File: config.mk
export PLATFORM = sky130hd
export DESIGN_NAME = detection_frame_deframer_flat
export DESIGN_NICKNAME = d
export VERILOG_FILES = /design/src/design/dfd_pkg.sv /design/src/design/dfd_if.sv /design/src/design/dfd_parser.sv /design/src/design/detection_frame_deframer.sv /design/src/flat_wrapper.sv
export SDC_FILE = /design/constraint.sdc
export NUM_CORES = 1
export LEC_CHECK = 0
export ABC_AREA = 1
export ABC_CLOCK_PERIOD_IN_PS = 6670
export BUFFER_PORTS_ARGS = -buffer_cell sky130_fd_sc_hd__buf_2
export CORE_ASPECT_RATIO = 1.2
export CORE_UTILIZATION = 35
export DETAILED_ROUTE_END_ITERATION = 7
export GPL_ROUTABILITY_DRIVEN = 1
export GPL_TIMING_DRIVEN = 0
export SKIP_CTS_REPAIR_TIMING = 1
export SYNTH_ARGS = -nofsm -noshare
export SYNTH_HDL_FRONTEND = slang
export SYNTH_SLANG_ARGS = --single-unit
File: constraint.sdc
create_clock -name clk_i -period 6.67 [get_ports clk_i]
set_clock_uncertainty 0.2 [all_clocks]
set_input_delay 1.334 -clock clk_i [delete_from_list [all_inputs] [get_ports clk_i]]
set_output_delay 1.334 -clock clk_i [all_outputs]
set_load 0.1 [all_outputs]
File: src/design/dfd_pkg.sv
// Package: shared types, codes and record-format tables of the detection frame deframer.
package dfd_pkg;

  localparam logic [7:0] START_MARK = 8'hAA;
  localparam logic [7:0] END_MARK   = 8'hBB;
  localparam logic [2:0] HEADER_LEN = 3'd5;
  localparam int         NUM_KINDS  = 4;
  localparam int         BUF_DEPTH  = 9;

  typedef enum logic [2:0] {
    KIND_OBJECT   = 3'd0,
    KIND_CROSSING = 3'd1,
    KIND_LIGHT    = 3'd2,
    KIND_STAIRS   = 3'd3,
    KIND_STATUS   = 3'd4
  } dfd_kind_e;

  // Parser state that is cleared at reset and at the end of each frame.
  typedef struct packed {
    logic [2:0]                 hdr_pos;
    logic                       start_ok;
    logic [NUM_KINDS-1:0][7:0]  counts;
    logic [NUM_KINDS-1:0][7:0]  accepted;
    logic                       rec_active;
    logic [1:0]                 rec_kind;
    logic [3:0]                 rec_pos;
  } dfd_state_t;

  // Write request into the record payload buffer.
  typedef struct packed {
    logic       en;
    logic [3:0] idx;
    logic [7:0] data;
  } dfd_buf_wr_t;

  typedef struct packed {
    logic [2:0]  item_kind;
    logic [7:0]  item_index;
    logic [15:0] pos_x;
    logic [15:0] pos_y;
    logic [15:0] wide_value;
    logic [7:0]  byte_value;
    logic [7:0]  vertical_value;
    logic        frame_ok;
    logic        has_detections;
  } dfd_item_t;

  function automatic logic [7:0] tag_of(input logic [1:0] k);
    logic [7:0] t;
    case (k)
      2'd0:    t = 8'h1A;
      2'd1:    t = 8'h2A;
      2'd2:    t = 8'h3A;
      default: t = 8'h4A;
    endcase
    return t;
  endfunction

  function automatic logic [7:0] tail_of(input logic [1:0] k);
    logic [7:0] t;
    case (k)
      2'd0:    t = 8'h1B;
      2'd1:    t = 8'h2B;
      2'd2:    t = 8'h3B;
      default: t = 8'h4B;
    endcase
    return t;
  endfunction

  // Payload bytes between tag and tail.
  function automatic logic [3:0] payload_len(input logic [1:0] k);
    logic [3:0] n;
    case (k)
      2'd0:    n = 4'd9;
      2'd1:    n = 4'd6;
      default: n = 4'd5;
    endcase
    return n;
  endfunction

endpackage

File: src/design/dfd_if.sv
// Interfaces: byte input channel and result item channel.
interface dfd_in_if;
  logic       valid;
  logic       ready;
  logic [7:0] frame_byte;
  logic       end_of_frame;

  modport source (output valid, output frame_byte, output end_of_frame, input ready);
  modport sink   (input valid, input frame_byte, input end_of_frame, output ready);
endinterface

interface dfd_out_if;
  logic        valid;
  logic        ready;
  logic [2:0]  item_kind;
  logic [7:0]  item_index;
  logic [15:0] pos_x;
  logic [15:0] pos_y;
  logic [15:0] wide_value;
  logic [7:0]  byte_value;
  logic [7:0]  vertical_value;
  logic        frame_ok;
  logic        has_detections;

  modport source (output valid, output item_kind, output item_index, output pos_x,
                  output pos_y, output wide_value, output byte_value,
                  output vertical_value, output frame_ok, output has_detections,
                  input ready);
  modport sink   (input valid, input item_kind, input item_index, input pos_x,
                  input pos_y, input wide_value, input byte_value,
                  input vertical_value, input frame_ok, input has_detections,
                  output ready);
endinterface

File: src/design/dfd_parser.sv
// Parser: next-state and result logic for one frame byte.
module dfd_parser
  import dfd_pkg::*;
(
  input  dfd_state_t  st_i,
  input  logic [7:0]  rb_i [0:BUF_DEPTH-1],
  input  logic [7:0]  byte_i,
  input  logic        eof_i,
  output dfd_state_t  st_o,
  output dfd_buf_wr_t wr_o,
  output logic        got_o,
  output dfd_item_t   item_o
);

  logic [1:0] k;

  always_comb begin
    st_o   = st_i;
    wr_o   = '0;
    got_o  = 1'b0;
    item_o = '0;
    k      = st_i.rec_kind;

    if (st_i.hdr_pos < HEADER_LEN) begin
      if (st_i.hdr_pos == 3'd0) begin
        st_o.start_ok = (byte_i == START_MARK);
      end else begin
        st_o.counts[2'(st_i.hdr_pos - 3'd1)] = byte_i;
      end
      st_o.hdr_pos = st_i.hdr_pos + 3'd1;
    end else if (!st_i.rec_active) begin
      // tag search; tags are distinct so at most one kind matches
      for (int i = 0; i < NUM_KINDS; i++) begin
        if (byte_i == tag_of(2'(i)) && st_i.accepted[i] < st_i.counts[i]) begin
          st_o.rec_active = 1'b1;
          st_o.rec_kind   = 2'(i);
          st_o.rec_pos    = 4'd0;
        end
      end
    end else if (st_i.rec_pos < payload_len(k)) begin
      wr_o.en      = 1'b1;
      wr_o.idx     = st_i.rec_pos;
      wr_o.data    = byte_i;
      st_o.rec_pos = st_i.rec_pos + 4'd1;
    end else begin
      // tail slot: emit on match, drop otherwise
      st_o.rec_active = 1'b0;
      st_o.rec_pos    = 4'd0;
      if (byte_i == tail_of(k)) begin
        got_o             = 1'b1;
        item_o.item_kind  = {1'b0, k};
        item_o.item_index = st_i.accepted[k];
        item_o.pos_x      = {rb_i[0], rb_i[1]};
        item_o.pos_y      = {rb_i[2], rb_i[3]};
        case (k)
          2'd0: begin
            item_o.wide_value     = {rb_i[7], rb_i[8]};
            item_o.byte_value     = rb_i[5];
            item_o.vertical_value = rb_i[6];
          end
          2'd1: begin
            item_o.wide_value = {rb_i[4], rb_i[5]};
          end
          default: begin
            item_o.byte_value = rb_i[4];
          end
        endcase
        st_o.accepted[k] = st_i.accepted[k] + 8'd1;
      end
    end

    if (eof_i) begin
      got_o                 = 1'b1;
      item_o                = '0;
      item_o.item_kind      = KIND_STATUS;
      item_o.frame_ok       = st_o.start_ok && (byte_i == END_MARK);
      item_o.has_detections = |st_o.counts;
      st_o                  = '0;
    end
  end

endmodule

File: src/design/detection_frame_deframer.sv
// Top level: detection frame deframer with input stage, parser and result register.
// Path: a byte transferred in waits in the input stage; its result (if any) is registered in the result register.
// Throughput: one byte per cycle, sustained while the result side takes items.
// Both stages move together; the input stage is refilled in the same cycle it drains.
// Reset: asynchronous, active low; clears handshake flags and all per-frame parser state.
// The nine-byte record buffer has no reset; every entry is written before it is read.
module detection_frame_deframer
  import dfd_pkg::*;
(
  input  logic            clk_i,
  input  logic            rst_ni,
  dfd_in_if.sink          in_i,
  dfd_out_if.source       out_o
);

  // Input stage
  logic       s1_valid_q;
  logic [7:0] s1_byte_q;
  logic       s1_eof_q;

  // Parser state and record buffer
  dfd_state_t st_q, st_d;
  logic [7:0] rb_q [0:BUF_DEPTH-1];
  dfd_buf_wr_t wr;

  // Result register
  logic      out_valid_q;
  dfd_item_t out_q;
  dfd_item_t item_d;
  logic      got_d;

  logic advance;   // input stage byte is consumed by the parser this cycle
  logic in_xfer;

  // The input stage drains whenever the result register is free or being taken.
  assign advance    = s1_valid_q && (!out_valid_q || out_o.ready);
  assign in_i.ready = !s1_valid_q || advance;
  assign in_xfer    = in_i.valid && in_i.ready;

  dfd_parser u_parser (
    .st_i   (st_q),
    .rb_i   (rb_q),
    .byte_i (s1_byte_q),
    .eof_i  (s1_eof_q),
    .st_o   (st_d),
    .wr_o   (wr),
    .got_o  (got_d),
    .item_o (item_d)
  );

  always_ff @(posedge clk_i or negedge rst_ni) begin
    if (!rst_ni) begin
      s1_valid_q <= 1'b0;
    end else if (in_i.ready) begin
      s1_valid_q <= in_i.valid;
    end
  end

  always_ff @(posedge clk_i) begin
    if (in_xfer) begin
      s1_byte_q <= in_i.frame_byte;
      s1_eof_q  <= in_i.end_of_frame;
    end
  end

  always_ff @(posedge clk_i or negedge rst_ni) begin
    if (!rst_ni) begin
      st_q <= '0;
    end else if (advance) begin
      st_q <= st_d;
    end
  end

  // Record payload buffer: one write port, fixed read taps in the parser.
  always_ff @(posedge clk_i) begin
    if (advance && wr.en) begin
      rb_q[wr.idx] <= wr.data;
    end
  end

  always_ff @(posedge clk_i or negedge rst_ni) begin
    if (!rst_ni) begin
      out_valid_q <= 1'b0;
    end else if (advance) begin
      out_valid_q <= got_d;
    end else if (out_o.ready) begin
      out_valid_q <= 1'b0;
    end
  end

  always_ff @(posedge clk_i) begin
    if (advance && got_d) begin
      out_q <= item_d;
    end
  end

  assign out_o.valid          = out_valid_q;
  assign out_o.item_kind      = out_q.item_kind;
  assign out_o.item_index     = out_q.item_index;
  assign out_o.pos_x          = out_q.pos_x;
  assign out_o.pos_y          = out_q.pos_y;
  assign out_o.wide_value     = out_q.wide_value;
  assign out_o.byte_value     = out_q.byte_value;
  assign out_o.vertical_value = out_q.vertical_value;
  assign out_o.frame_ok       = out_q.frame_ok;
  assign out_o.has_detections = out_q.has_detections;

  // A frame end always yields a status item and leaves the parser cleared.
  a_eof_status: assert property (@(posedge clk_i) disable iff (!rst_ni)
    advance && s1_eof_q |=> out_valid_q && out_q.item_kind == KIND_STATUS
      && st_q.hdr_pos == 3'd0 && !st_q.rec_active)
    else $error("frame end did not produce a status item and a cleared parser");

  // Records are only collected after the full header.
  a_rec_after_hdr: assert property (@(posedge clk_i) disable iff (!rst_ni)
    st_q.rec_active |-> st_q.hdr_pos == HEADER_LEN)
    else $error("record active before header complete");

  // Payload position never runs past the record's length, and idles at zero.
  a_rec_pos: assert property (@(posedge clk_i) disable iff (!rst_ni)
    (st_q.rec_active && st_q.rec_pos <= payload_len(st_q.rec_kind))
      || (!st_q.rec_active && st_q.rec_pos == 4'd0))
    else $error("record position out of range");

  // A record item never reports an ordinal at or above its header count.
  a_rec_index: assert property (@(posedge clk_i) disable iff (!rst_ni)
    advance && got_d && !s1_eof_q |->
      item_d.item_index < st_q.counts[st_q.rec_kind])
    else $error("record emitted beyond header count");

endmodule
File: src/flat_wrapper.sv
// flat-port wrapper written by rule: the top's interface ports become plain ports
module detection_frame_deframer_flat import dfd_pkg::*;
  (clk_i, rst_ni, in_i_valid, in_i_frame_byte, in_i_end_of_frame, in_i_ready, out_o_valid, out_o_item_kind, out_o_item_index, out_o_pos_x, out_o_pos_y, out_o_wide_value, out_o_byte_value, out_o_vertical_value, out_o_frame_ok, out_o_has_detections, out_o_ready);
  dfd_in_if in_i_i ();
  dfd_out_if out_o_i ();
  input  logic clk_i;
  input  logic rst_ni;
  input wire logic [$bits(in_i_i.valid)-1:0] in_i_valid;
  input wire logic [$bits(in_i_i.frame_byte)-1:0] in_i_frame_byte;
  input wire logic [$bits(in_i_i.end_of_frame)-1:0] in_i_end_of_frame;
  output wire logic [$bits(in_i_i.ready)-1:0] in_i_ready;
  output wire logic [$bits(out_o_i.valid)-1:0] out_o_valid;
  output wire logic [$bits(out_o_i.item_kind)-1:0] out_o_item_kind;
  output wire logic [$bits(out_o_i.item_index)-1:0] out_o_item_index;
  output wire logic [$bits(out_o_i.pos_x)-1:0] out_o_pos_x;
  output wire logic [$bits(out_o_i.pos_y)-1:0] out_o_pos_y;
  output wire logic [$bits(out_o_i.wide_value)-1:0] out_o_wide_value;
  output wire logic [$bits(out_o_i.byte_value)-1:0] out_o_byte_value;
  output wire logic [$bits(out_o_i.vertical_value)-1:0] out_o_vertical_value;
  output wire logic [$bits(out_o_i.frame_ok)-1:0] out_o_frame_ok;
  output wire logic [$bits(out_o_i.has_detections)-1:0] out_o_has_detections;
  input wire logic [$bits(out_o_i.ready)-1:0] out_o_ready;
  assign in_i_i.valid = in_i_valid;
  assign in_i_i.frame_byte = in_i_frame_byte;
  assign in_i_i.end_of_frame = in_i_end_of_frame;
  assign in_i_ready = in_i_i.ready;
  assign out_o_valid = out_o_i.valid;
  assign out_o_item_kind = out_o_i.item_kind;
  assign out_o_item_index = out_o_i.item_index;
  assign out_o_pos_x = out_o_i.pos_x;
  assign out_o_pos_y = out_o_i.pos_y;
  assign out_o_wide_value = out_o_i.wide_value;
  assign out_o_byte_value = out_o_i.byte_value;
  assign out_o_vertical_value = out_o_i.vertical_value;
  assign out_o_frame_ok = out_o_i.frame_ok;
  assign out_o_has_detections = out_o_i.has_detections;
  assign out_o_i.ready = out_o_ready;
  detection_frame_deframer u_core (.clk_i(clk_i), .rst_ni(rst_ni), .in_i(in_i_i), .out_o(out_o_i));
endmodule
==> results.rst, run 1 <==
.. list-table::
   :header-rows: 1

   * - Metric
     - Value
   * - Busiest layer in global routing
     - met2
   * - Cell area after placement
     - 11700 sq um
   * - Setup TNS
     - 0 ns
   * - Standby leakage power
     - 5.35 nW
   * - Antenna violations before repair
     - 0
   * - Required time worst endpoint
     - 6.64 ns
   * - Worst Path Max Fanout
     - 11
   * - Overall global routing resource usage
     - 15.9%
   * - Relative slew margins
     - 16.5%
   * - Worst setup path class
     - register to register
   * - Period Utilization, post-route
     - 69.8%
   * - Cell types occupying the most area after synthesis
     - sky130_fd_sc_hd__edfxtp_1, sky130_fd_sc_hd__dfrtp_1, sky130_fd_sc_hd__nand2_1
   * - Per-cell via count in the routed design
     - 4.75
   * - YS warnings
     - 0
   * - Skew-Pair Late Insertion Delay
     - 0.52 ns
   * - Area of all placed cells without fillers
     - 12600 sq um
   * - H-tree depth reported by CTS
     - 1
   * - Total I/O pin count
     - 92
   * - Largest family of logic cells by synthesized area
     - simple AND/OR/NAND/NOR gates
   * - Via count of the first global-routing pass
     - 7230
   * - Via count
     - 7447
   * - Number of placement rows
     - 69
   * - Syn Inst Count
     - 1042
   * - Type of destination of the critical path
     - register
   * - Post-Synthesis Cell Area
     - 10700 sq um
   * - Drt initial violations
     - 480
   * - Share of the synthesized area in compound gates (AO/OA/AOI/OAI)
     - 8.49%
   * - DP Wirelength
     - 17900 um
   * - Fraction of registers with async set/reset
     - 32.8%
   * - First-pass GRT wire length
     - 39100 um
   * - CTS tree
     - yes
   * - Kind of start point of the critical path
     - register
   * - XOR/XNOR share of the synthesized area
     - 0.652%
   * - Routing usage on met2
     - 28.6%
   * - Last weighted congestion value of the routability-driven placer
     - 0.877
   * - Sequential cell area fraction in the yosys report
     - 62.1%
   * - Number of unique standard cell types used by synthesis
     - 43
   * - Inserted Diodes
     - 0
   * - Die span in y
     - 194 um
   * - Pre-Repair DR Iteration Count
     - 7
   * - Max-cap violation count
     - 0
   * - Setup repair after global routing missed its margin
     - false
   * - Final Util
     - 42.3%
   * - CTS Buf Count
     - 24
   * - Post-detailed-routing wire length
     - 24600 um
   * - Number of failing hold endpoints at the final stage
     - 0
   * - CTS clk-pin slew, worst paths
     - 0.06 ns
   * - Global Route met3 Usage
     - 2.10%
   * - Outcome
     - complete, no violations
   * - Start point of the critical path
     - u_core.st_q[4]$_DFFE_PN0P_
   * - Area share of fa/ha/maj cells after synthesis
     - 5.01%
   * - Synthesis-stage register bit count
     - 235
   * - Met1 track utilization from global routing
     - 19.5%
   * - Die area
     - 31400 sq um
   * - GRT overflow
     - 0
   * - TritonCTS Sinks
     - 235
   * - Die Span X
     - 162 um
   * - Port Buf Inserts
     - 91
   * - Core Area
     - 29900 sq um
   * - Maximum operating frequency
     - 0.215 GHz
   * - Largest area contributor in the netlist
     - sky130_fd_sc_hd__edfxtp_1
   * - Buffers from clock root to sink, at most
     - 3
   * - Shortest clock period the worst path allows after layout
     - 4.66 ns
   * - Mux contribution to synthesized area
     - 0%
   * - Maximum VDD drop
     - 144 uV
   * - EDFF count, synth
     - 158
   * - Top_reg_cell synth
     - sky130_fd_sc_hd__edfxtp_1
   * - Share of cells above drive strength 1
     - 16.5%
   * - Average wire per standard cell
     - 15.7 um
   * - Number of nets with antenna violations after detailed routing
     - 0
   * - Worst-margin pin slew
     - 1.24 ns
   * - Worst min-delay path startpoint
     - u_core.s1_eof_q$_DFFE_PP_
   * - Net total in the final layout
     - 1217
   * - Start of the worst register-to-register path
     - u_core.st_q[4]$_DFFE_PN0P_
   * - Synth Area in Simple Gates
     - 17.6%
   * - Pin count of the biggest net entering global routing
     - 87
   * - Arrival time worst endpoint
     - 4.63 ns
   * - Final worst hold slack
     - 0.255 ns
   * - Pwr/cell area
     - 318 nW/um^2
   * - Most repeated cell in the gate-level netlist after synthesis
     - sky130_fd_sc_hd__nand2_1
   * - Total of endpoints with negative setup slack in the final report
     - 0
   * - Pwr Total
     - 4.02 mW
   * - Final number of max-transition violations
     - 0
   * - Clk root buf
     - sky130_fd_sc_hd__clkbuf_16
   * - Total nets after synthesis
     - 1098
   * - Post-detailed-route DRC marker count
     - 0
   * - Post-synth top area share
     - 44.1%
   * - Ranking of synthesized cells by instance count
     - sky130_fd_sc_hd__nand2_1, sky130_fd_sc_hd__edfxtp_1, sky130_fd_sc_hd__inv_1
   * - Area added between synthesis and finish
     - 17.6%
   * - Mean cell area of the mapped netlist
     - 10.3 sq um
   * - Hold crit path type
     - register to register
   * - Starting Density
     - 36.0%
[through the flow]
step | std cells | setup slack, ns
detailed placement | 1525 | 1.86
global route | 1569 | 1.69
floorplan | 1042 | 2.65
CTS | 1569 | 1.80
global placement | 1523 | 1.38
finish | 1569 | 2.01
[critical path, cell delays in order, from the launching register on]
cell	delay [ns]
sky130_fd_sc_hd__dfrtp_1	0.42
sky130_fd_sc_hd__buf_4	0.19
sky130_fd_sc_hd__clkinv_2	0.12
sky130_fd_sc_hd__buf_4	0.21
sky130_fd_sc_hd__ha_1	0.21
sky130_fd_sc_hd__clkbuf_1	0.40
sky130_fd_sc_hd__inv_1	0.28
sky130_fd_sc_hd__ha_1	0.35
sky130_fd_sc_hd__a21oi_1	0.15
sky130_fd_sc_hd__nand2_1	0.14
sky130_fd_sc_hd__inv_1	0.08
sky130_fd_sc_hd__nand2_1	0.09
sky130_fd_sc_hd__nor2_1	0.25
sky130_fd_sc_hd__clkinv_1	0.32
sky130_fd_sc_hd__nor2_1	0.87
[metal layers]
layer	vias to the layer above	share of wire, %	routed length, um
met5	-	0	0
met2	188	52	12800
met1	3493	41	10000
li1	3722	-	-
met3	44	4.7	1140
met4	0	2.6	644
[placed cells by master, fill, tap and decap left out, drive strengths merged]
| cell | netlist | routed |
|---|---|---|
| a211oi | 1 | 1 |
| a21o | 3 | 3 |
| a21oi | 36 | 36 |
| a32oi | 3 | 3 |
| buf | 15 | 108 |
| bufinv | 0 | 7 |
| clkbuf | 13 | 41 |
| clkinv | 2 | 10 |
| clkinvlp | 0 | 1 |
| dfrtp | 77 | 77 |
| edfxtp | 158 | 158 |
| ha | 43 | 43 |
| inv | 131 | 131 |
| nand2 | 267 | 267 |
| nand3 | 52 | 52 |
| nand4 | 6 | 6 |
| nor2 | 102 | 102 |
| nor3 | 12 | 12 |
| nor4 | 2 | 2 |
| o21a | 2 | 2 |
| o21ai | 81 | 81 |
| o22ai | 28 | 28 |
| xnor2 | 1 | 1 |
| xor2 | 7 | 7 |
[final timing paths]
| path | endpoint | slack (ns) | cells past startpoint |
|---|---|---|---|
| worst max-delay path | u_core.rb_q[9]$_DFFE_PP_ | 2.01 | 14 |
| worst min-delay path | u_core.out_o.item_kind[2]$_SDFFCE_PP1P_ | 0.26 | 0 |
| worst max register to register | u_core.rb_q[9]$_DFFE_PP_ | 2.01 | 14 |
| worst min register to register | u_core.out_o.item_kind[2]$_SDFFCE_PP1P_ | 0.26 | 0 |
| max in group asynchronous | u_core.st_q[24]$_DFFE_PN0P_ | 5.11 | 2 |
| min in group asynchronous | u_core.st_q[43]$_DFFE_PN0P_ | 0.55 | 1 |
[cells by family after synthesis]
kind of cell,Yosys count
fa+ha+maj,43
simple gates,441
buf+inv,161
xor+xnor,8
flops,235
compound gates,154
[final cells by class]
type / count / area [sq um]
fill: 2878 / 17200
sequential: 235 / 6670
multi-input combinational: 646 / 3420
clock buffer: 28 / 626
inverter: 133 / 505
timing repair buffer: 93 / 493
tap: 390 / 488
clock inverter: 16 / 270
buffer: 28 / 161
[report_power, final]
part           switching (mW)  leakage (nW)  total [mW]  internal [mW]
clock network           0.562         0.435        1.51          0.945
registers              0.0465          2.73        1.69           1.64
logic                   0.607          2.19       0.819          0.213
total                    1.21          5.35        4.02           2.80
[flip-flops by register name, summed over array words and instances, names as in the netlist]
register / cells
u_core.out_o.frame_ok: 1
u_core.s1_eof_q: 1
u_core.out_o.item_index: 8
u_core.s1_byte_q: 8
u_core.out_o.vertical_value: 8
u_core.out_o.pos_y: 16
u_core.rb_q: 72
u_core.out_o.item_kind: 3
u_core.out_o.pos_x: 16
u_core.out_o.wide_value: 16
u_core.out_o.byte_value: 8
u_core.out_o.valid: 1
u_core.s1_valid_q: 1
u_core.st_q: 75
u_core.out_o.has_detections: 1
(Power assumes the default switching activity.)
==> inputs of run 2 (changes only) <==
- ABC_CLOCK_PERIOD_IN_PS: 6670 -> 4850
- clock period: 6.67 -> 4.85 ns (I/O delays scaled with it)
==> results.rst, run 2 (synthesis results as in run 1) <==
.. list-table::
   :header-rows: 1

   * - Metric
     - Value
   * - Outcome
     - complete, no violations (unchanged)
   * - CTS Buf Count
     - 24 (unchanged)
   * - Per-cell via count in the routed design
     - 4.75 (about the same)
   * - Final worst hold slack
     - 0.193 ns (was 0.255 ns)
   * - Buffers from clock root to sink, at most
     - 3 (unchanged)
   * - Number of failing hold endpoints at the final stage
     - 0 (unchanged)
   * - Arrival time worst endpoint
     - 4.63 ns (about the same)
   * - Overall global routing resource usage
     - 15.9% (unchanged)
   * - Int Pwr
     - 3.85 mW (was 2.80 mW)
   * - Worst setup path class
     - register to register (unchanged)
   * - Register name with the most flops
     - u_core.st_q (unchanged)
   * - Average wire per standard cell
     - 15.7 um (about the same)
   * - Die Span X
     - 162 um (unchanged)
   * - Drt initial violations
     - 470 (was 480)
   * - Port Buf Inserts
     - 91 (unchanged)
   * - Depth of the most critical reg-to-reg path
     - 14 (unchanged)
   * - Max-cap violation count
     - 0 (unchanged)
   * - Number of placed cells counting well taps
     - 1525 (unchanged)
   * - CTS clk-pin slew, worst paths
     - 0.06 ns (about the same)
   * - Die span in y
     - 194 um (unchanged)
   * - Hold crit path type
     - input port to async pin (was register to register)
   * - Via count of the first global-routing pass
     - 7230 (unchanged)
   * - CTS tree
     - yes (unchanged)
   * - Number of placement rows
     - 69 (unchanged)
   * - Relative slew margins
     - 18.0% (was 16.5%)
   * - Kind of start point of the critical path
     - register (unchanged)
   * - Net total in the final layout
     - 1217 (unchanged)
   * - Last weighted congestion value of the routability-driven placer
     - 0.877 (unchanged)
   * - Worst Path Max Fanout
     - 11 (unchanged)
   * - Total of endpoints with negative setup slack in the final report
     - 0 (unchanged)
   * - GRT overflow
     - 0 (unchanged)
   * - Maximum operating frequency
     - 0.215 GHz (about the same)
   * - Pre-Repair DR Iteration Count
     - 7 (unchanged)
   * - Maximum VDD drop
     - 200 uV (was 144 uV)
   * - Crit path setup slack, layout
     - 0.195 ns (was 2.01 ns)
   * - Start point of the critical path
     - u_core.st_q[4]$_DFFE_PN0P_ (unchanged)
   * - Antenna violations before repair
     - 0 (unchanged)
   * - Type of destination of the critical path
     - register (unchanged)
   * - Worst reg2reg setup slack
     - 0.19 ns (was 2.01 ns)
   * - Skew-Pair Late Insertion Delay
     - 0.52 ns (about the same)
   * - DP Wirelength
     - 17900 um (unchanged)
   * - End of the worst register-to-register path
     - u_core.rb_q[56]$_DFFE_PP_ (was u_core.rb_q[9]$_DFFE_PP_)
   * - Pin count of the biggest net entering global routing
     - 87 (unchanged)
   * - Logic pwr share
     - 20.4% (about the same)
   * - Required time worst endpoint
     - 4.82 ns (was 6.64 ns)
   * - Setup repair after global routing missed its margin
     - true (was false)
   * - Total I/O pin count
     - 92 (unchanged)
   * - Net Switching
     - 1.66 mW (was 1.21 mW)
   * - Worst-margin pin slew
     - 1.22 ns (was 1.24 ns)
   * - Setup slack at placement
     - 0.0363 ns (was 1.86 ns)
   * - Period Utilization, post-route
     - 96.0% (was 69.8%)
   * - Share of cells above drive strength 1
     - 16.8% (was 16.5%)
   * - Number of nets with antenna violations after detailed routing
     - 0 (unchanged)
   * - Core Area
     - 29900 sq um (unchanged)
   * - Final Non-Filler Cells
     - 1569 (unchanged)
   * - Final Util
     - 42.4% (was 42.3%)
   * - Clk root buf
     - sky130_fd_sc_hd__clkbuf_16 (unchanged)
   * - Die area
     - 31400 sq um (unchanged)
   * - Most frequent cells in the layout
     - sky130_fd_sc_hd__nand2_1, sky130_fd_sc_hd__edfxtp_1, sky130_fd_sc_hd__inv_1 (unchanged)
   * - Proportion of power drawn by flip-flops and latches
     - 42.1% (about the same)
   * - Post-detailed-route DRC marker count
     - 0 (unchanged)
   * - Switching Share
     - 30.2% (was 30.3%)
   * - Flip-flop count of the largest register after layout
     - 75 (unchanged)
   * - Pwr Total
     - 5.52 mW (was 4.02 mW)
   * - H-tree depth reported by CTS
     - 1 (unchanged)
   * - Via count
     - 7458 (was 7447)
   * - Post-detailed-routing wire length
     - 24600 um (about the same)
   * - Pwr/cell area
     - 436 nW/um^2 (was 318 nW/um^2)
   * - Registers with the highest flip-flop counts
     - u_core.st_q: 75 flops, u_core.rb_q: 72 flops (unchanged)
   * - Standby leakage power
     - 5.35 nW (about the same)
   * - First-pass GRT wire length
     - 39100 um (unchanged)
   * - Area added between synthesis and finish
     - 17.7% (was 17.6%)
   * - TritonCTS Sinks
     - 235 (unchanged)
   * - Inserted Diodes
     - 0 (unchanged)
   * - Final number of max-transition violations
     - 0 (unchanged)
   * - Endpoint of the most critical setup path
     - u_core.rb_q[56]$_DFFE_PP_ (was u_core.rb_q[9]$_DFFE_PP_)
   * - Most common cell after layout, fill and taps aside
     - sky130_fd_sc_hd__nand2_1 (unchanged)
   * - Start of the worst register-to-register path
     - u_core.st_q[4]$_DFFE_PN0P_ (unchanged)
   * - Starting Density
     - 36.0% (unchanged)
   * - Power share of the clock group
     - 37.5% (about the same)
   * - Shortest clock period the worst path allows after layout
     - 4.66 ns (about the same)
-- run 2: cell count changes in the layout (fill, tap and decap cells not counted) --
cell	before	now
sky130_fd_sc_hd__nor3_1	10	7
sky130_fd_sc_hd__nor3_2	2	5
-- run 2: critical path, stage by stage (launching register included) --
cell	delay [ns]
sky130_fd_sc_hd__dfrtp_1	0.42
sky130_fd_sc_hd__buf_4	0.19
sky130_fd_sc_hd__clkinv_2	0.12
sky130_fd_sc_hd__buf_4	0.21
sky130_fd_sc_hd__ha_1	0.21
sky130_fd_sc_hd__clkbuf_1	0.40
sky130_fd_sc_hd__inv_1	0.28
sky130_fd_sc_hd__ha_1	0.36
sky130_fd_sc_hd__a21oi_1	0.15
sky130_fd_sc_hd__nand2_1	0.14
sky130_fd_sc_hd__inv_1	0.08
sky130_fd_sc_hd__nand2_1	0.09
sky130_fd_sc_hd__nor2_1	0.25
sky130_fd_sc_hd__clkinv_1	0.32
sky130_fd_sc_hd__nor2_1	0.86
-- run 2: area by class of cell --
type | count | area (sq um)
timing repair buffer | 93 | 493
buffer | 28 | 161
sequential | 235 | 6670
inverter | 133 | 505
fill | 2874 | 17200
clock buffer | 28 | 626
clock inverter | 16 | 270
tap | 390 | 488
multi-input combinational | 646 | 3440
-- run 2: routing by layer --
metal | global-route usage, % | vias to the layer above | routed length [um] | part of all wire, %
li1 | - | 3722 | - | -
met1 | 19.5 | 3512 | 10100 | 41
met2 | 28.6 | 182 | 12800 | 52
met3 | 2.10 | 42 | 1070 | 4.3
met4 | 5.31 | 0 | 648 | 2.6
met5 | 0 | - | 0 | 0
-- run 2: how the worst min path moves through the flow --
stage	from	slack (ns)	cells past startpoint	end
2_1_floorplan	u_core.s1_eof_q$_DFFE_PP_	0.22	0	u_core.out_o.item_kind[2]$_SDFFCE_PP1P_
3_3_place_gp	u_core.s1_eof_q$_DFFE_PP_	0.23	0	u_core.out_o.item_kind[2]$_SDFFCE_PP1P_
3_5_place_dp	u_core.s1_eof_q$_DFFE_PP_	0.24	0	u_core.out_o.item_kind[2]$_SDFFCE_PP1P_
4_1_cts	rst_ni	0.19	1	u_core.st_q[48]$_DFFE_PN0P_
5_1_grt	rst_ni	0.21	1	u_core.st_q[43]$_DFFE_PN0P_
6_report	rst_ni	0.19	1	u_core.st_q[43]$_DFFE_PN0P_
-- run 2: power by group through the flow --
stage          Sequential [mW]  Combinational (mW)  Clock, mW
3_5_place_dp              2.37                1.12          0
5_1_grt                   2.33                1.25       2.19
3_3_place_gp              2.36                1.11          0
2_1_floorplan             2.61               0.615          0
4_1_cts                   2.32                1.13       2.11
6_report                  2.32                1.13       2.07
-- run 2: metrics by stage --
step	instance area, sq um	setup TNS, ns
6_report	12700	0
5_1_grt	12700	-4.36
4_1_cts	12600	-0.125
3_5_place_dp	11700	0
3_3_place_gp	11700	-3.48
2_1_floorplan	10700	0
==> inputs of run 3 (changes only) <==
- ABC_AREA: 1 -> not set
==> results.rst, run 3 <==
.. list-table::
   :header-rows: 1

   * - Metric
     - Value
   * - Number of nets with antenna violations after detailed routing
     - 0 (unchanged)
   * - Overall global routing resource usage
     - 17.0% (was 15.9%)
   * - CTS tree
     - yes (unchanged)
   * - Per-cell via count in the routed design
     - 5.26 (was 4.75)
   * - Shortest clock period the worst path allows after layout
     - 4.50 ns (was 4.66 ns)
   * - Post-detailed-routing wire length
     - 26100 um (was 24600 um)
   * - Net Switching
     - 1.67 mW (was 1.66 mW)
   * - Required time worst endpoint
     - 4.87 ns (was 4.82 ns)
   * - Cell Chain, Critical Path
     - buf_2 > inv_1 > ha_1 > clkbuf_2 > clkbuf_1 > inv_1 > ha_1 > nor3_1 > a22oi_4 > nor3_1 > nand2_1 > nor4_1 > buf_2 (was buf_4 > clkinv_2 > buf_4 > ha_1 > clkbuf_1 > inv_1 > ha_1 > a21oi_1 > nand2_1 > inv_1 > nand2_1 > nor2_1 > clkinv_1 > nor2_1)
   * - Number of failing hold endpoints at the final stage
     - 0 (unchanged)
   * - Share of cells above drive strength 1
     - 17.9% (was 16.8%)
   * - Inserted Diodes
     - 0 (unchanged)
   * - Buffers from clock root to sink, at most
     - 3 (unchanged)
   * - Critical path's slowest cell
     - sky130_fd_sc_hd__nor4_1 (was sky130_fd_sc_hd__nor2_1)
   * - YS warnings
     - 0 (unchanged)
   * - Net total in the final layout
     - 1020 (was 1217)
   * - Area share of fa/ha/maj cells after synthesis
     - 5.09% (was 5.01%)
   * - Syn Inst Count
     - 841 (was 1042)
   * - XOR/XNOR share of the synthesized area
     - 0.817% (was 0.652%)
   * - First-pass GRT wire length
     - 40300 um (was 39100 um)
   * - Area added between synthesis and finish
     - 17.8% (was 17.7%)
   * - Depth of the most critical reg-to-reg path
     - 13 (was 14)
   * - Ranking of synthesized cells by instance count
     - sky130_fd_sc_hd__edfxtp_1, sky130_fd_sc_hd__dfrtp_1, sky130_fd_sc_hd__nand2_1 (was sky130_fd_sc_hd__nand2_1, sky130_fd_sc_hd__edfxtp_1, sky130_fd_sc_hd__inv_1)
   * - Pin count of the biggest net entering global routing
     - 47 (was 87)
   * - Worst Path Max Fanout
     - 10 (was 11)
   * - Largest stage delay on the critical path
     - 0.66 ns (was 0.86 ns)
   * - Share of the synthesized area in compound gates (AO/OA/AOI/OAI)
     - 12.2% (was 8.49%)
   * - Most common cell after layout, fill and taps aside
     - sky130_fd_sc_hd__edfxtp_1 (was sky130_fd_sc_hd__nand2_1)
   * - EDFF count, synth
     - 158 (unchanged)
   * - Post-Synthesis Cell Area
     - 10600 sq um (was 10700 sq um)
   * - Type of destination of the critical path
     - register (unchanged)
   * - Top_reg_cell synth
     - sky130_fd_sc_hd__edfxtp_1 (unchanged)
   * - Flip-flop count of the largest register after layout
     - 75 (unchanged)
   * - Last weighted congestion value of the routability-driven placer
     - 0.845 (was 0.877)
   * - Maximum VDD drop
     - 232 uV (was 200 uV)
   * - Die area
     - 30900 sq um (was 31400 sq um)
   * - Switching Share
     - 30.9% (was 30.2%)
   * - CTS clk-pin slew, worst paths
     - 0.07 ns (was 0.06 ns)
   * - Final worst hold slack
     - 0.206 ns (was 0.193 ns)
   * - Power share of the clock group
     - 34.9% (was 37.5%)
   * - Die span in y
     - 192 um (was 194 um)
   * - Relative slew margins
     - 19.8% (was 18.0%)
   * - Period Utilization, post-route
     - 92.9% (was 96.0%)
   * - Standby leakage power
     - 5.10 nW (was 5.35 nW)
   * - Worst setup path class
     - register to register (unchanged)
   * - CTS Buf Count
     - 25 (was 24)
   * - Most frequent cells in the layout
     - sky130_fd_sc_hd__edfxtp_1, sky130_fd_sc_hd__buf_2, sky130_fd_sc_hd__dfrtp_1 (was sky130_fd_sc_hd__nand2_1, sky130_fd_sc_hd__edfxtp_1, sky130_fd_sc_hd__inv_1)
   * - GRT overflow
     - 0 (unchanged)
   * - Antenna violations before repair
     - 0 (unchanged)
   * - Sequential cell area fraction in the yosys report
     - 63.1% (was 62.1%)
   * - Logic pwr share
     - 20.3% (was 20.4%)
   * - Max-cap violation count
     - 0 (unchanged)
   * - Clk root buf
     - sky130_fd_sc_hd__clkbuf_16 (unchanged)
   * - TritonCTS Sinks
     - 235 (unchanged)
   * - Via count
     - 7220 (was 7458)
   * - Largest area contributor in the netlist
     - sky130_fd_sc_hd__edfxtp_1 (unchanged)
   * - Maximum operating frequency
     - 0.222 GHz (was 0.215 GHz)
   * - Synthesis-stage register bit count
     - 235 (unchanged)
   * - Final number of max-transition violations
     - 0 (unchanged)
   * - Post-synth top area share
     - 44.9% (was 44.1%)
   * - Hold crit path type
     - input port to async pin (unchanged)
   * - Final Util
     - 41.9% (was 42.4%)
   * - Setup repair after global routing missed its margin
     - false (was true)
   * - Kind of start point of the critical path
     - register (unchanged)
   * - Arrival time worst endpoint
     - 4.53 ns (was 4.63 ns)
   * - Registers with the highest flip-flop counts
     - u_core.st_q: 75 flops, u_core.rb_q: 72 flops (unchanged)
   * - H-tree depth reported by CTS
     - 1 (unchanged)
   * - Largest family of logic cells by synthesized area
     - compound AO/OA/AOI/OAI gates (was simple AND/OR/NAND/NOR gates)
   * - Via count of the first global-routing pass
     - 7156 (was 7230)
   * - Int Pwr
     - 3.73 mW (was 3.85 mW)
   * - Drt initial violations
     - 592 (was 470)
   * - Fraction of registers with async set/reset
     - 32.8% (unchanged)
   * - Worst-margin pin slew
     - 1.19 ns (was 1.22 ns)
   * - Core Area
     - 29700 sq um (was 29900 sq um)
   * - Skew-Pair Late Insertion Delay
     - 0.53 ns (was 0.52 ns)
   * - Port Buf Inserts
     - 91 (unchanged)
   * - Synth Area in Simple Gates
     - 11.9% (was 17.6%)
   * - Total of endpoints with negative setup slack in the final report
     - 0 (unchanged)
   * - Most repeated cell in the gate-level netlist after synthesis
     - sky130_fd_sc_hd__edfxtp_1 (was sky130_fd_sc_hd__nand2_1)
   * - DP Wirelength
     - 18800 um (was 17900 um)
   * - Start of the worst register-to-register path
     - u_core.st_q[5]$_DFFE_PN0P_ (was u_core.st_q[4]$_DFFE_PN0P_)
   * - Outcome
     - complete, no violations (unchanged)
   * - Start point of the critical path
     - u_core.st_q[5]$_DFFE_PN0P_ (was u_core.st_q[4]$_DFFE_PN0P_)
   * - Starting Density
     - 35.6% (was 36.0%)
   * - Register name with the most flops
     - u_core.st_q (unchanged)
   * - Pre-Repair DR Iteration Count
     - 5 (was 7)
   * - Post-detailed-route DRC marker count
     - 0 (unchanged)
   * - Mean cell area of the mapped netlist
     - 12.6 sq um (was 10.3 sq um)
   * - Number of placement rows
     - 69 (unchanged)
   * - Number of unique standard cell types used by synthesis
     - 63 (was 43)
   * - Proportion of power drawn by flip-flops and latches
     - 44.8% (was 42.1%)
   * - Die Span X
     - 161 um (was 162 um)
   * - Average wire per standard cell
     - 19.0 um (was 15.7 um)
   * - Total nets after synthesis
     - 897 (was 1098)
   * - Total I/O pin count
     - 92 (unchanged)
   * - Mux contribution to synthesized area
     - 3.31% (was 0%)
   * - Cell types occupying the most area after synthesis
     - sky130_fd_sc_hd__edfxtp_1, sky130_fd_sc_hd__dfrtp_1, sky130_fd_sc_hd__ha_1 (was sky130_fd_sc_hd__edfxtp_1, sky130_fd_sc_hd__dfrtp_1, sky130_fd_sc_hd__nand2_1)
   * - Pwr/cell area
     - 433 nW/um^2 (was 436 nW/um^2)
run 3: path summary, 6_finish.rpt:
kind | endpoint | slack [ns]
min reg2reg | u_core.st_q[71]$_DFFE_PN0P_ | 0.33
min in group clk_i | u_core.st_q[71]$_DFFE_PN0P_ | 0.33
min | u_core.st_q[73]$_DFFE_PN0P_ | 0.21
max reg2reg | u_core.rb_q[58]$_DFFE_PP_ | 0.35
max | u_core.rb_q[58]$_DFFE_PP_ | 0.35
max in group asynchronous | u_core.st_q[19]$_DFFE_PN0P_ | 3.65
run 3: power groups by stage:
stage	Clock, mW	Sequential, mW	Combinational (mW)
6_report	1.89	2.42	1.09
3_5_place_dp	0	2.45	1.08
3_3_place_gp	0	2.45	1.06
2_1_floorplan	0	2.65	0.616
4_1_cts	1.93	2.41	1.09
5_1_grt	2.00	2.43	1.20
run 3: stage by stage:
| step | TNS [ns] | area (sq um) | setup WS (ns) | power, mW | instances |
|---|---|---|---|---|---|
| global placement | -55.05 | 11500 | -0.711 | 3.52 | 1322 |
| finish | 0 | 12500 | 0.347 | 5.40 | 1373 |
| floorplan | 0 | 10600 | 0.598 | 3.26 | 841 |
| detailed placement | -1.88 | 11600 | -0.176 | 3.54 | 1326 |
| global route | 0 | 12500 | 0.0164 | 5.63 | 1373 |
| CTS | -1.69 | 12400 | -0.166 | 5.43 | 1372 |
run 3: final cells by class:
type	instances	area, sq um
buffer	51	225
clock buffer	27	643
clock inverter	19	176
fill	2793	17200
inverter	40	150
multi-input combinational	516	3560
sequential	235	6670
tap	390	488
timing repair buffer	95	538
run 3: layer usage:
metal  up-vias  track usage (%)  wire (um)
li1       3418                -          -
met4         0             8.35       1180
met3        63             2.17       1330
met5         -                0          0
met2       240             30.8      13300
met1      3499             19.9      10300
run 3: worst max-delay path: cells and delay by family, from the launching register on:
kind                       cells  cell delay [ns]
AOI/OAI and AO/OA              1             0.17
adders and majority gates      2             0.39
buffers and inverters          6             1.47
DFF                            1             0.42
and+or+nand+nor                4             1.55
run 3: kinds of logic (layout without fill, tap and decap cells):
logic type      Yosys count  after routing
simple gates            248            249
flops                   235            235
compound gates          190            190
buf+inv                  91            232
fa+ha+maj                43             43
mux                      25             25
xor+xnor                  9              9
